<file path="config.mk">
export PLATFORM = sky130hd
export DESIGN_NAME = postfix_stack_evaluator_unit
export DESIGN_NICKNAME = d
export VERILOG_FILES = /design/src/pse_pkg.sv /design/src/pse_stack_mem.sv /design/src/pse_div.sv /design/src/postfix_stack_evaluator_unit.sv
export VERILOG_INCLUDE_DIRS = /design/src /design/src/src
export SDC_FILE = /design/constraint.sdc
export NUM_CORES = 2
export LEC_CHECK = 0
export BUFFER_PORTS_ARGS = -buffer_cell sky130_fd_sc_hd__buf_2
export CAP_MARGIN = 0
export CELL_PAD_IN_SITES_DETAIL_PLACEMENT = 1
export CELL_PAD_IN_SITES_GLOBAL_PLACEMENT = 1
export CORE_UTILIZATION = 40
export CTS_CLUSTER_DIAMETER = 120
export CTS_CLUSTER_SIZE = 16
export DETAILED_ROUTE_END_ITERATION = 10
export HOLD_SLACK_MARGIN = 0.1
export PLACE_DENSITY = 0.71
export SYNTH_ARGS = -nofsm -noshare
export SYNTH_HDL_FRONTEND = slang
export SYNTH_SLANG_ARGS = --single-unit
</file>
<file path="constraint.sdc">
create_clock -name aclk -period 12.75 [get_ports aclk]
set_input_delay 0.6375 -clock aclk [delete_from_list [all_inputs] [get_ports aclk]]
set_output_delay 0.6375 -clock aclk [all_outputs]
set_load 0.1 [all_outputs]
</file>
<file path="src/postfix_stack_evaluator_unit_defines.svh">
// Assertion helpers for the postfix evaluator.
`ifndef POSTFIX_STACK_EVALUATOR_UNIT_DEFINES_SVH
`define POSTFIX_STACK_EVALUATOR_UNIT_DEFINES_SVH

// Condition must hold in the same cycle as the trigger.
`define PSE_ASSERT_SAME(label, clk, rstn, trig, cond, msg) \
    label: assert property (@(posedge clk) disable iff (!(rstn)) (trig) |-> (cond)) \
        else $error(msg);

// Condition must hold in the cycle after the trigger.
`define PSE_ASSERT_NEXT(label, clk, rstn, trig, cond, msg) \
    label: assert property (@(posedge clk) disable iff (!(rstn)) (trig) |=> (cond)) \
        else $error(msg);

`endif

</file>
<file path="src/pse_pkg.sv">
`default_nettype none

package pse_pkg;

    localparam int DATA_W = 32;
    localparam int SYM_W = 8;
    localparam int STATUS_W = 3;
    localparam int CFG_ADDR_W = 2;
    localparam int DIV_STEP_W = $clog2(DATA_W);

    // Expression characters
    localparam logic [SYM_W-1:0] SYM_PLUS  = 8'h2B;
    localparam logic [SYM_W-1:0] SYM_MINUS = 8'h2D;
    localparam logic [SYM_W-1:0] SYM_TIMES = 8'h2A;
    localparam logic [SYM_W-1:0] SYM_DIV   = 8'h2F;
    localparam logic [SYM_W-1:0] SYM_END   = 8'h24;
    localparam logic [SYM_W-1:0] SYM_A     = 8'h61;
    localparam logic [SYM_W-1:0] SYM_B     = 8'h62;
    localparam logic [SYM_W-1:0] SYM_C     = 8'h63;
    localparam logic [SYM_W-1:0] SYM_D     = 8'h64;

    // Result status codes
    localparam logic [STATUS_W-1:0] STATUS_INTERMEDIATE = 3'd0;
    localparam logic [STATUS_W-1:0] STATUS_FINAL        = 3'd1;
    localparam logic [STATUS_W-1:0] STATUS_UNDERFLOW    = 3'd2;
    localparam logic [STATUS_W-1:0] STATUS_DIVZERO      = 3'd3;
    localparam logic [STATUS_W-1:0] STATUS_OVERFLOW     = 3'd4;

    // Configuration register indexes
    localparam logic [CFG_ADDR_W-1:0] CFG_VALUE_OF_A = 2'd0;
    localparam logic [CFG_ADDR_W-1:0] CFG_VALUE_OF_B = 2'd1;
    localparam logic [CFG_ADDR_W-1:0] CFG_VALUE_OF_C = 2'd2;
    localparam logic [CFG_ADDR_W-1:0] CFG_VALUE_OF_D = 2'd3;

    localparam logic [DATA_W-1:0] RESET_VALUE_OF_A = 32'd5;
    localparam logic [DATA_W-1:0] RESET_VALUE_OF_B = 32'd7;
    localparam logic [DATA_W-1:0] RESET_VALUE_OF_C = 32'd2;
    localparam logic [DATA_W-1:0] RESET_VALUE_OF_D = 32'd4;

    typedef enum logic [2:0] {
        ST_IDLE,
        ST_READ,
        ST_DIV_WAIT,
        ST_EMIT
    } state_t;

    typedef struct packed {
        logic              start;
        logic [DATA_W-1:0] num;
        logic [DATA_W-1:0] den;
    } div_req_t;

    typedef struct packed {
        logic              done;
        logic [DATA_W-1:0] quo;
    } div_rsp_t;

endpackage

`default_nettype wire

</file>
<file path="src/pse_stack_mem.sv">
`default_nettype none

module pse_stack_mem #(
    parameter int DEPTH = 16,
    parameter int AW = 4
) (
    input  wire logic                       aclk,
    input  wire logic                       we,
    input  wire logic [AW-1:0]              waddr,
    input  wire logic [pse_pkg::DATA_W-1:0] wdata,
    input  wire logic [AW-1:0]              raddr0,
    input  wire logic [AW-1:0]              raddr1,
    output logic      [pse_pkg::DATA_W-1:0] rdata0,
    output logic      [pse_pkg::DATA_W-1:0] rdata1
);

    logic [pse_pkg::DATA_W-1:0] mem [DEPTH];

    always_ff @(posedge aclk) begin
        if (we) begin
            mem[waddr] <= wdata;
        end
    end

    always_ff @(posedge aclk) begin
        rdata0 <= mem[raddr0];
        rdata1 <= mem[raddr1];
    end

endmodule

`default_nettype wire

</file>
<file path="src/pse_div.sv">
`default_nettype none

module pse_div (
    input  wire logic              aclk,
    input  wire logic              aresetn,
    input  wire pse_pkg::div_req_t req,
    output pse_pkg::div_rsp_t      rsp
);

    localparam int W = pse_pkg::DATA_W;
    localparam int SW = pse_pkg::DIV_STEP_W;

    logic          busy_reg, busy_next;
    logic          done_reg, done_next;
    logic [SW-1:0] step_reg, step_next;
    logic [W-1:0]  rem_reg, rem_next;
    logic [W-1:0]  quo_reg, quo_next;
    logic [W-1:0]  den_reg, den_next;
    logic          neg_reg, neg_next;
    logic [W:0]    trial;

    always_comb begin
        busy_next = busy_reg;
        done_next = 1'b0;
        step_next = step_reg;
        rem_next  = rem_reg;
        quo_next  = quo_reg;
        den_next  = den_reg;
        neg_next  = neg_reg;
        trial     = {rem_reg, quo_reg[W-1]} - {1'b0, den_reg};
        if (req.start) begin
            busy_next = 1'b1;
            step_next = '0;
            rem_next  = '0;
            quo_next  = req.num[W-1] ? (~req.num + W'(1)) : req.num;
            den_next  = req.den[W-1] ? (~req.den + W'(1)) : req.den;
            neg_next  = req.num[W-1] ^ req.den[W-1];
        end else if (busy_reg) begin
            // one quotient bit per cycle, restoring
            if (!trial[W]) begin
                rem_next = trial[W-1:0];
                quo_next = {quo_reg[W-2:0], 1'b1};
            end else begin
                rem_next = {rem_reg[W-2:0], quo_reg[W-1]};
                quo_next = {quo_reg[W-2:0], 1'b0};
            end
            step_next = step_reg + SW'(1);
            if (step_reg == SW'(W - 1)) begin
                busy_next = 1'b0;
                done_next = 1'b1;
            end
        end
    end

    always_ff @(posedge aclk) begin
        if (!aresetn) begin
            busy_reg <= 1'b0;
            done_reg <= 1'b0;
        end else begin
            busy_reg <= busy_next;
            done_reg <= done_next;
        end
    end

    always_ff @(posedge aclk) begin
        step_reg <= step_next;
        rem_reg  <= rem_next;
        quo_reg  <= quo_next;
        den_reg  <= den_next;
        neg_reg  <= neg_next;
    end

    assign rsp.done = done_reg;
    assign rsp.quo  = neg_reg ? (~quo_reg + W'(1)) : quo_reg;

endmodule

`default_nettype wire

</file>
<file path="src/postfix_stack_evaluator_unit.sv">
// Postfix evaluator: one ASCII character per input word, values on a stack of
// STACK_DEPTH 32-bit entries held in a synchronous RAM. Letters a to d push
// their configured value straight into the RAM; unknown characters are
// dropped. + - * and $ pass through RAM read, compute and result load, and
// / waits on the 32-step restoring divider before its result load. One word
// is in flight at a time; a result waits in the output register while the
// next word is taken, and stalls the block only when a second result is
// ready before the first has been taken. Underflow, overflow and divide by
// zero return status codes with a zero value and leave the stack unchanged;
// $ returns the top entry and empties the stack.

`default_nettype none
`include "postfix_stack_evaluator_unit_defines.svh"

module postfix_stack_evaluator_unit #(
    parameter int STACK_DEPTH = 16
) (
    input  wire logic                             aclk,
    input  wire logic                             aresetn,
    input  wire logic                             s_valid,
    output logic                                  s_ready,
    input  wire logic [pse_pkg::SYM_W-1:0]        s_symbol,
    output logic                                  m_valid,
    input  wire logic                             m_ready,
    output logic signed [pse_pkg::DATA_W-1:0]     m_result_value,
    output logic      [pse_pkg::STATUS_W-1:0]     m_status,
    input  wire logic                             cfg_we,
    input  wire logic [pse_pkg::CFG_ADDR_W-1:0]   cfg_addr,
    input  wire logic [pse_pkg::DATA_W-1:0]       cfg_wdata
);

    localparam int W = pse_pkg::DATA_W;
    localparam int CW = $clog2(STACK_DEPTH + 1);
    localparam int AW = $clog2(STACK_DEPTH);

    pse_pkg::state_t state_reg, state_next;
    logic [CW-1:0]                count_reg, count_next;
    logic [pse_pkg::SYM_W-1:0]    sym_reg, sym_next;
    logic [W-1:0]                 res_reg, res_next;
    logic [pse_pkg::STATUS_W-1:0] pst_reg, pst_next;
    logic                         wb_reg, wb_next;
    logic                         clr_reg, clr_next;

    logic                         m_valid_reg;
    logic [W-1:0]                 m_value_reg;
    logic [pse_pkg::STATUS_W-1:0] m_status_reg;
    logic                         out_load;

    logic [W-1:0] val_a_reg, val_b_reg, val_c_reg, val_d_reg;

    logic          mem_we;
    logic [AW-1:0] mem_waddr;
    logic [W-1:0]  mem_wdata;
    logic [W-1:0]  rd_top, rd_second;
    logic [CW-1:0] count_m1, count_m2;

    pse_pkg::div_req_t div_req;
    pse_pkg::div_rsp_t div_rsp;

    assign count_m1 = count_reg - CW'(1);
    assign count_m2 = count_reg - CW'(2);

    pse_stack_mem #(
        .DEPTH (STACK_DEPTH),
        .AW    (AW)
    ) u_mem (
        .aclk   (aclk),
        .we     (mem_we),
        .waddr  (mem_waddr),
        .wdata  (mem_wdata),
        .raddr0 (count_m1[AW-1:0]),
        .raddr1 (count_m2[AW-1:0]),
        .rdata0 (rd_top),
        .rdata1 (rd_second)
    );

    pse_div u_div (
        .aclk    (aclk),
        .aresetn (aresetn),
        .req     (div_req),
        .rsp     (div_rsp)
    );

    assign s_ready = (state_reg == pse_pkg::ST_IDLE);

    always_comb begin
        state_next  = state_reg;
        count_next  = count_reg;
        sym_next    = sym_reg;
        res_next    = res_reg;
        pst_next    = pst_reg;
        wb_next     = wb_reg;
        clr_next    = clr_reg;
        mem_we      = 1'b0;
        mem_waddr   = count_reg[AW-1:0];
        mem_wdata   = val_a_reg;
        out_load    = 1'b0;
        div_req.start = 1'b0;
        div_req.num   = rd_second;
        div_req.den   = rd_top;
        case (state_reg)
            pse_pkg::ST_IDLE: begin
                if (s_valid) begin
                    sym_next = s_symbol;
                    case (s_symbol)
                        pse_pkg::SYM_A, pse_pkg::SYM_B, pse_pkg::SYM_C, pse_pkg::SYM_D: begin
                            if (count_reg >= CW'(STACK_DEPTH)) begin
                                res_next   = '0;
                                pst_next   = pse_pkg::STATUS_OVERFLOW;
                                wb_next    = 1'b0;
                                clr_next   = 1'b0;
                                state_next = pse_pkg::ST_EMIT;
                            end else begin
                                mem_we = 1'b1;
                                case (s_symbol)
                                    pse_pkg::SYM_B: mem_wdata = val_b_reg;
                                    pse_pkg::SYM_C: mem_wdata = val_c_reg;
                                    pse_pkg::SYM_D: mem_wdata = val_d_reg;
                                    default:        mem_wdata = val_a_reg;
                                endcase
                                count_next = count_reg + CW'(1);
                            end
                        end
                        pse_pkg::SYM_PLUS, pse_pkg::SYM_MINUS, pse_pkg::SYM_TIMES,
                        pse_pkg::SYM_DIV: begin
                            if (count_reg < CW'(2)) begin
                                res_next   = '0;
                                pst_next   = pse_pkg::STATUS_UNDERFLOW;
                                wb_next    = 1'b0;
                                clr_next   = 1'b0;
                                state_next = pse_pkg::ST_EMIT;
                            end else begin
                                state_next = pse_pkg::ST_READ;
                            end
                        end
                        pse_pkg::SYM_END: begin
                            if (count_reg == '0) begin
                                res_next   = '0;
                                pst_next   = pse_pkg::STATUS_UNDERFLOW;
                                wb_next    = 1'b0;
                                clr_next   = 1'b0;
                                state_next = pse_pkg::ST_EMIT;
                            end else begin
                                state_next = pse_pkg::ST_READ;
                            end
                        end
                        default: begin
                        end
                    endcase
                end
            end
            pse_pkg::ST_READ: begin
                // stack top and the entry below are now out of the RAM
                wb_next    = 1'b1;
                clr_next   = 1'b0;
                pst_next   = pse_pkg::STATUS_INTERMEDIATE;
                state_next = pse_pkg::ST_EMIT;
                case (sym_reg)
                    pse_pkg::SYM_PLUS:  res_next = rd_second + rd_top;
                    pse_pkg::SYM_MINUS: res_next = rd_second - rd_top;
                    pse_pkg::SYM_TIMES: res_next = W'(rd_second * rd_top);
                    pse_pkg::SYM_DIV: begin
                        if (rd_top == '0) begin
                            res_next = '0;
                            pst_next = pse_pkg::STATUS_DIVZERO;
                            wb_next  = 1'b0;
                        end else begin
                            div_req.start = 1'b1;
                            state_next    = pse_pkg::ST_DIV_WAIT;
                        end
                    end
                    default: begin
                        res_next = rd_top;
                        pst_next = pse_pkg::STATUS_FINAL;
                        wb_next  = 1'b0;
                        clr_next = 1'b1;
                    end
                endcase
            end
            pse_pkg::ST_DIV_WAIT: begin
                if (div_rsp.done) begin
                    res_next   = div_rsp.quo;
                    state_next = pse_pkg::ST_EMIT;
                end
            end
            pse_pkg::ST_EMIT: begin
                // hold until the output register is free, then commit the stack update
                if (!m_valid_reg || m_ready) begin
                    out_load   = 1'b1;
                    state_next = pse_pkg::ST_IDLE;
                    if (wb_reg) begin
                        mem_we     = 1'b1;
                        mem_waddr  = count_m2[AW-1:0];
                        mem_wdata  = res_reg;
                        count_next = count_m1;
                    end
                    if (clr_reg) begin
                        count_next = '0;
                    end
                end
            end
            default: begin
                state_next = pse_pkg::ST_IDLE;
            end
        endcase
    end

    always_ff @(posedge aclk) begin
        if (!aresetn) begin
            state_reg   <= pse_pkg::ST_IDLE;
            count_reg   <= '0;
            m_valid_reg <= 1'b0;
        end else begin
            state_reg <= state_next;
            count_reg <= count_next;
            if (out_load) begin
                m_valid_reg <= 1'b1;
            end else if (m_ready) begin
                m_valid_reg <= 1'b0;
            end
        end
    end

    always_ff @(posedge aclk) begin
        sym_reg <= sym_next;
        res_reg <= res_next;
        pst_reg <= pst_next;
        wb_reg  <= wb_next;
        clr_reg <= clr_next;
        if (out_load) begin
            m_value_reg  <= res_reg;
            m_status_reg <= pst_reg;
        end
    end

    always_ff @(posedge aclk) begin
        if (!aresetn) begin
            val_a_reg <= pse_pkg::RESET_VALUE_OF_A;
            val_b_reg <= pse_pkg::RESET_VALUE_OF_B;
            val_c_reg <= pse_pkg::RESET_VALUE_OF_C;
            val_d_reg <= pse_pkg::RESET_VALUE_OF_D;
        end else if (cfg_we) begin
            case (cfg_addr)
                pse_pkg::CFG_VALUE_OF_A: val_a_reg <= cfg_wdata;
                pse_pkg::CFG_VALUE_OF_B: val_b_reg <= cfg_wdata;
                pse_pkg::CFG_VALUE_OF_C: val_c_reg <= cfg_wdata;
                pse_pkg::CFG_VALUE_OF_D: val_d_reg <= cfg_wdata;
                default: begin
                end
            endcase
        end
    end

    assign m_valid        = m_valid_reg;
    assign m_result_value = m_value_reg;
    assign m_status       = m_status_reg;

    `PSE_ASSERT_SAME(a_count_bound, aclk, aresetn, 1'b1, count_reg <= CW'(STACK_DEPTH), "stack count above depth")
    `PSE_ASSERT_SAME(a_div_done_state, aclk, aresetn, div_rsp.done, state_reg == pse_pkg::ST_DIV_WAIT, "divider finished outside wait state")
    `PSE_ASSERT_NEXT(a_final_clears, aclk, aresetn, out_load && clr_reg, count_reg == '0, "final result left stack entries")
    `PSE_ASSERT_NEXT(a_load_valid, aclk, aresetn, out_load, m_valid && m_status == $past(pst_reg), "result load lost")

endmodule

`default_nettype wire
</file>
# == Word-level counts from Yosys, hierarchy flattened ==
# Memory sizes are Yosys's and may differ from the RTL's. A register that Yosys moved wholly into a read port is not among the register bits.
# Cells that the tools add are included.
# classes
addsub,10
mul,1
bitwise_logic,6
reduce_logical,25
n_mux,79
magnitude_cmp,2
eq_ne,31
# op_table
cell,count
$mux 32,16
$pmux 32 s3,3
$pmux 32 s4,1
$add 32x1->32 const B,3
$not 32->32,3
$eq 8x6->1 const B,9
$pmux 32 s2,1
$sub 33x32->33,1
$add 32x32->32,1
$eq 8x7->1 const B,4
$logic_not 32->1,1
$mul 32x32->32,1
$sub 32x32->32,1
$mux 31,1
$mux 5,6
$mux 1,26
$mux 3,8
$pmux 3 s3,2
$ne 3x3->1 const B,5
$mux 4,3
$pmux 3 s4,1
$reduce_and 6->1,2
$reduce_or 4->1,3
$add 5x1->5 const B,2
other kinds (31),50
# totals
ram_bits,512
elab_cells,177
out_inout_bits,37
mem_count,1
ff_bits,321
in_bits,47
# mem_list
memory,words,word_bits,rd,rd_ports_with_merged_regs,write_ports,line,rtl
u_mem.mem,16,32,2,2,1,pse_stack_mem.sv:17,logic [pse_pkg::DATA_W-1:0] mem [DEPTH];

# == Logic depth before layout (Yosys ltp) ==
# logic_depth
depth_word,7
ltp_mapped,28

# == Modules after synthesis ==
# From an unflattened synthesis, not the netlist that was laid out.
# hier_totals
hier_cells,5264
area_unflattened_um2,60341.6
# modules_own_cells
module,n_inst,area_each_um2,seq_area_each_um2,cells_per_inst
postfix_stack_evaluator_unit,1,28473.6,5124.9,3253
pse_stack_mem,1,24186.9,16656.0,1141
pse_div,1,7681.1,2732.6,870

# == Worst setup path after synthesis ==
# Ideal clock, no wire load.
# synth_timing
kind,flip-flop to flip-flop
from,reg u_mem.rdata0[6] (netlist name) (read register of u_mem.mem)
to,reg res_reg[27] (data pin)
t_arrival_ns,6.758
setup_ns,0.271
period_less_slack_ns,7.029
setup_slack_ns,5.721
stages_incl_launch_ff,27
path_buffers,2
required_time_ns,12.479
cell_sequence,dfxtp_1 -> clkbuf_1 -> clkbuf_1 -> and2_1 -> fa_1 -> fa_1 -> fa_1 -> inv_1 -> fa_1 -> inv_1 -> fa_1 -> inv_1 -> fa_1 -> inv_1 -> fa_1 -> fa_1 -> ha_1 -> a21o_1 -> a21o_1 -> a21oi_1 -> nand2_1 -> nor2_1 -> o21ai_0 -> a31oi_1 -> xor2_1 -> o221a_2 -> o22ai_1
# synth_between
elab_chain_len,3
elab_cells_between_ends,5
classes_between,2 x add/sub; 1 x mul; 2 x mux
# synth_rtl
item,line,rtl
from (decl),pse_stack_mem.sv:13,"output logic [pse_pkg::DATA_W-1:0] rdata0,"
"$mul 32x32->32, or another cell as far along",postfix_stack_evaluator_unit.sv:161,pse_pkg::SYM_TIMES: res_next = W'(rd_second * rd_top);
$pmux 32 s4 (*),postfix_stack_evaluator_unit.sv:158,case (sym_reg)
$pmux 32 s3 (*),postfix_stack_evaluator_unit.sv:101,case (state_reg)
named net res_next[27],postfix_stack_evaluator_unit.sv:39,"logic [W-1:0] res_reg, res_next;"
to (signal assigned),postfix_stack_evaluator_unit.sv:226,res_reg <= res_next;
to (decl),postfix_stack_evaluator_unit.sv:39,
# Mark *: on every way through the listed nets, which the timed path passes. The rest lies on a longest branch.
# A chain may end at the register's enable or synchronous reset.

# == Worst setup path after layout ==
# layout_timing
from,reg u_mem.rdata1[16] (netlist name) (read register of u_mem.mem)
to,reg res_reg[27] (data pin)
# layout_between
elab_chain_len,3
elab_cells_between_ends,5
classes_between,2 x add/sub; 1 x mul; 2 x mux
# layout_rtl
item,line,rtl
from (decl),pse_stack_mem.sv:14,output logic [pse_pkg::DATA_W-1:0] rdata1
"$mul 32x32->32, or another cell as far along",postfix_stack_evaluator_unit.sv:161,
$pmux 32 s4 (*),postfix_stack_evaluator_unit.sv:158,
$pmux 32 s3 (*),postfix_stack_evaluator_unit.sv:101,
named net res_next[27],postfix_stack_evaluator_unit.sv:39,
# Marks and branches as above.

==> flow_summary.yaml <==
floorplan:
  die_w_um: 390
  start_util_pct: 40.2
  rows: 142
  pin_count: 84
  coreArea_um2: 150000
  die_y_um: 390
  die_area_um2: 152000
yosys:
  synth_fp_nets: 5780
  synth_cell_types: 93
  synth.area.mux_share_pct: 13.0
  yosys.area_share.adder_pct: 17.8
  ys_ff_latch: 896
  synth_cells: 5122
  synth_top_area_share_pct: 32.8
  yosysSeqAreaShare_pct: 40.7
  synth_compound_area_share_pct: 8.31
  synth.avg_cell_area_um2: 11.8
  synth_enable_flop_cells: 657
  yosys-top-cells-area: "edfxtp_1, fa_1, mux4_2"
  ys_async_sr_fraction_pct: 0
  synthFlopType: "edfxtp_1"
  synth_top_family_by_area: "adder cells"
  yosys.area_share.simple_pct: 11.4
  synth_xor_area_share_pct: 3.79
  syn_area_um2: 60200
  synth_area_leader_cell: "edfxtp_1"
  ys_warn_count: 0
global_routing:
  antenna_found_initial: 9
  grt_max_degree: 125
  grt_first_pass_wirelength_um: 288000
  grt_usage_pct: 25.4
  grt_pass1_vias: 44500
  overflow: 0
finish:
  drive_gt1_share_pct: 13.6
  most-common-layout-cells: "nand2_1, edfxtp_1, inv_1, fa_1, mux4_2"
  final-seq-area_um2: 24500
  fill_cells: 16000
  instances_no_fill: 7141
  multi_input_area_um2: 32900
  largest_reg_flops: 512
  final_common_cell: "nand2_1"
  largest_register: "u_mem.mem"
  nNetsFinal: 5729
  syn_to_final_growth_pct: 8.05
sta:
  fin_setup_tns_ns: 0
  rsz0062_at_grt: "false"
  max_freq_ghz: 0.131
  clock-skew-final_ns: 0.0518
  hold_slack_ns: 0.145
  setup_viol: 0
  maxSlewViolCount: 0
  finalHoldViolations: 0
  max_slew_margin_pct: 15.5
  finalCriticalPeriod_ns: 7.64
  period_share_pct: 59.9
  tightestPinTransition_ns: 1.27
setup_path:
  crit_arrival_ns: 8.05
  r2r-end: "res_reg[27]"
  worstSetupPathType: "flop to flop"
  r2r_start: "u_mem.rdata1[16]"
  r2r_slack_ns: 5.11
  endpoint_kind: "flop"
  cp_max_fo: 20
  startpoint_type: "flop"
  required_ns: 13.17
  rr_worst_depth: 24
hold_path:
  hold_class: "input pin to flop"
  min-delay-start: "s_symbol[5]"
  hold_path_depth: 1
  hold_end: "sym_reg[5]"
placed_design:
  dp_cells: 7019
  numPortBuffers: 83
  dp_hpwl_um: 126000
  gp_congestion: 0.868
clock_network:
  cts_sinks: 896
  numCtsBuffers: 66
  clk_pin_slew_ns: 0.09
  htreeDepth: 3
  clockRootBuffer: "clkbuf_16"
  post_cts_buffers: 0
  cts_tree: "yes"
  post_cts_resized: 0
  insertion_delay_ns: 0.71
  postCtsHoldBufs: 0
  clock_path_buffers: 3
drt:
  drt-pass1-iter-count: 6
  vias: 41800
  post_drt_wl_per_cell_um: 26.8
  via_per_inst: 5.86
  wl_um: 191000
  ant_nets: 0
  drt_iter0_markers: 3676
  route.detailed.drc: 0
outcome:
  status: "complete, no violations"
job:
  cap_violations: 0
-- worst max-delay path, stage by stage, from the launching register on --
cell and delay, ns:
dfxtp_1 0.89, and2_1 0.27, fa_1 0.40, inv_1 0.08, fa_1 0.42, fa_1 0.47
fa_1 0.55, inv_1 0.05, fa_1 0.50, inv_1 0.06, fa_1 0.54, inv_1 0.06
fa_1 0.39, fa_1 0.48, ha_1 0.37, a21o_1 0.22, a21o_1 0.19, a21oi_1 0.12
nand2_1 0.09, nor2_1 0.30, o21ai_0 0.20, a31oi_1 0.24, xor2_1 0.18, o221a_2 0.20
o22ai_1 0.07
-- routing by layer --
metal / vias to the layer above / share of wire [%] / track usage (%)
li1: 17800 / - / -
met1: 22100 / 41 / 33.8
met2: 1593 / 49 / 42.7
met3: 361 / 6.7 / 3.28
met4: 6 / 3.3 / 8.24
met5: - / 0.028 / 0
-- synthesized netlist by cell type, types with 11 or more instances --
master and count:
a222oi_1 14, mux2i_1 60, or3_1 25, xnor2_1 147
edfxtp_1 657, o21ai_0 203, nor2b_1 25, a211oi_1 17
a21oi_1 156, and2_1 318, o31ai_1 39, fa_1 410
nand3_1 62, clkbuf_1 292, o21a_1 20, dfxtp_1 239
nor3_1 24, a22oi_1 28, a21o_1 45, a31oi_1 12
nor2_1 124, ha_1 201, o22ai_1 24, buf_1 22
mux4_2 320, a21boi_0 128, inv_1 448, o21bai_1 11
xor2_1 112, and3_1 11, nand2_1 721, nand2b_1 27
nand4_1 13
-- kinds of logic (layout without fill, tap and decap cells) --
group / after synthesis / after routing
and+or+nand+nor: 1422 / 1422
DFF: 896 / 896
buffers and inverters: 785 / 783
AOI/OAI and AO/OA: 766 / 766
adders and majority gates: 611 / 611
muxes: 382 / 382
xor gates and xnor gates: 260 / 260
other: 0 / 5
-- through the flow --
| step | instance area (um2) | setup slack, ns | util, % |
|---|---|---|---|
| global route | 65000 | 4.79 | 43.5 |
| floorplan | 60200 | 5.72 | - |
| finish | 65100 | 5.11 | 43.5 |
| CTS | 65000 | 5.13 | 43.5 |
| global placement | 63100 | 5.28 | 42.2 |
| detailed placement | 63100 | 5.17 | 42.2 |
-- area by class of cell --
type / count / share of cell area [%]
clock inverters: 8 / 0.212
inverters: 450 / 2.60
repair buffers: 216 / 2.20
flip-flops and latches: 896 / 37.7
well taps: 2016 / 3.88
multi-input cells: 3441 / 50.6
diodes: 5 / 0.0192
clock buffers: 109 / 2.83
-- worst max-delay path by stage --
stage / cells after the start / endpoint / start / slack (ns)
after floorplan: 26 / res_reg[27] / u_mem.rdata0[6] / 5.72
after detailed placement: 24 / res_reg[27] / u_mem.rdata1[16] / 5.17
after CTS: 24 / res_reg[27] / u_mem.rdata1[16] / 5.13
final: 24 / res_reg[27] / u_mem.rdata1[16] / 5.11
after global placement: 24 / res_reg[27] / u_mem.rdata1[16] / 5.28
after global routing: 22 / res_reg[27] / u_mem.rdata1[16] / 4.79
Power is left out: the tool's default activity adds up to more than one toggle a clock period on the data nets, which glitch-free logic cannot reach.
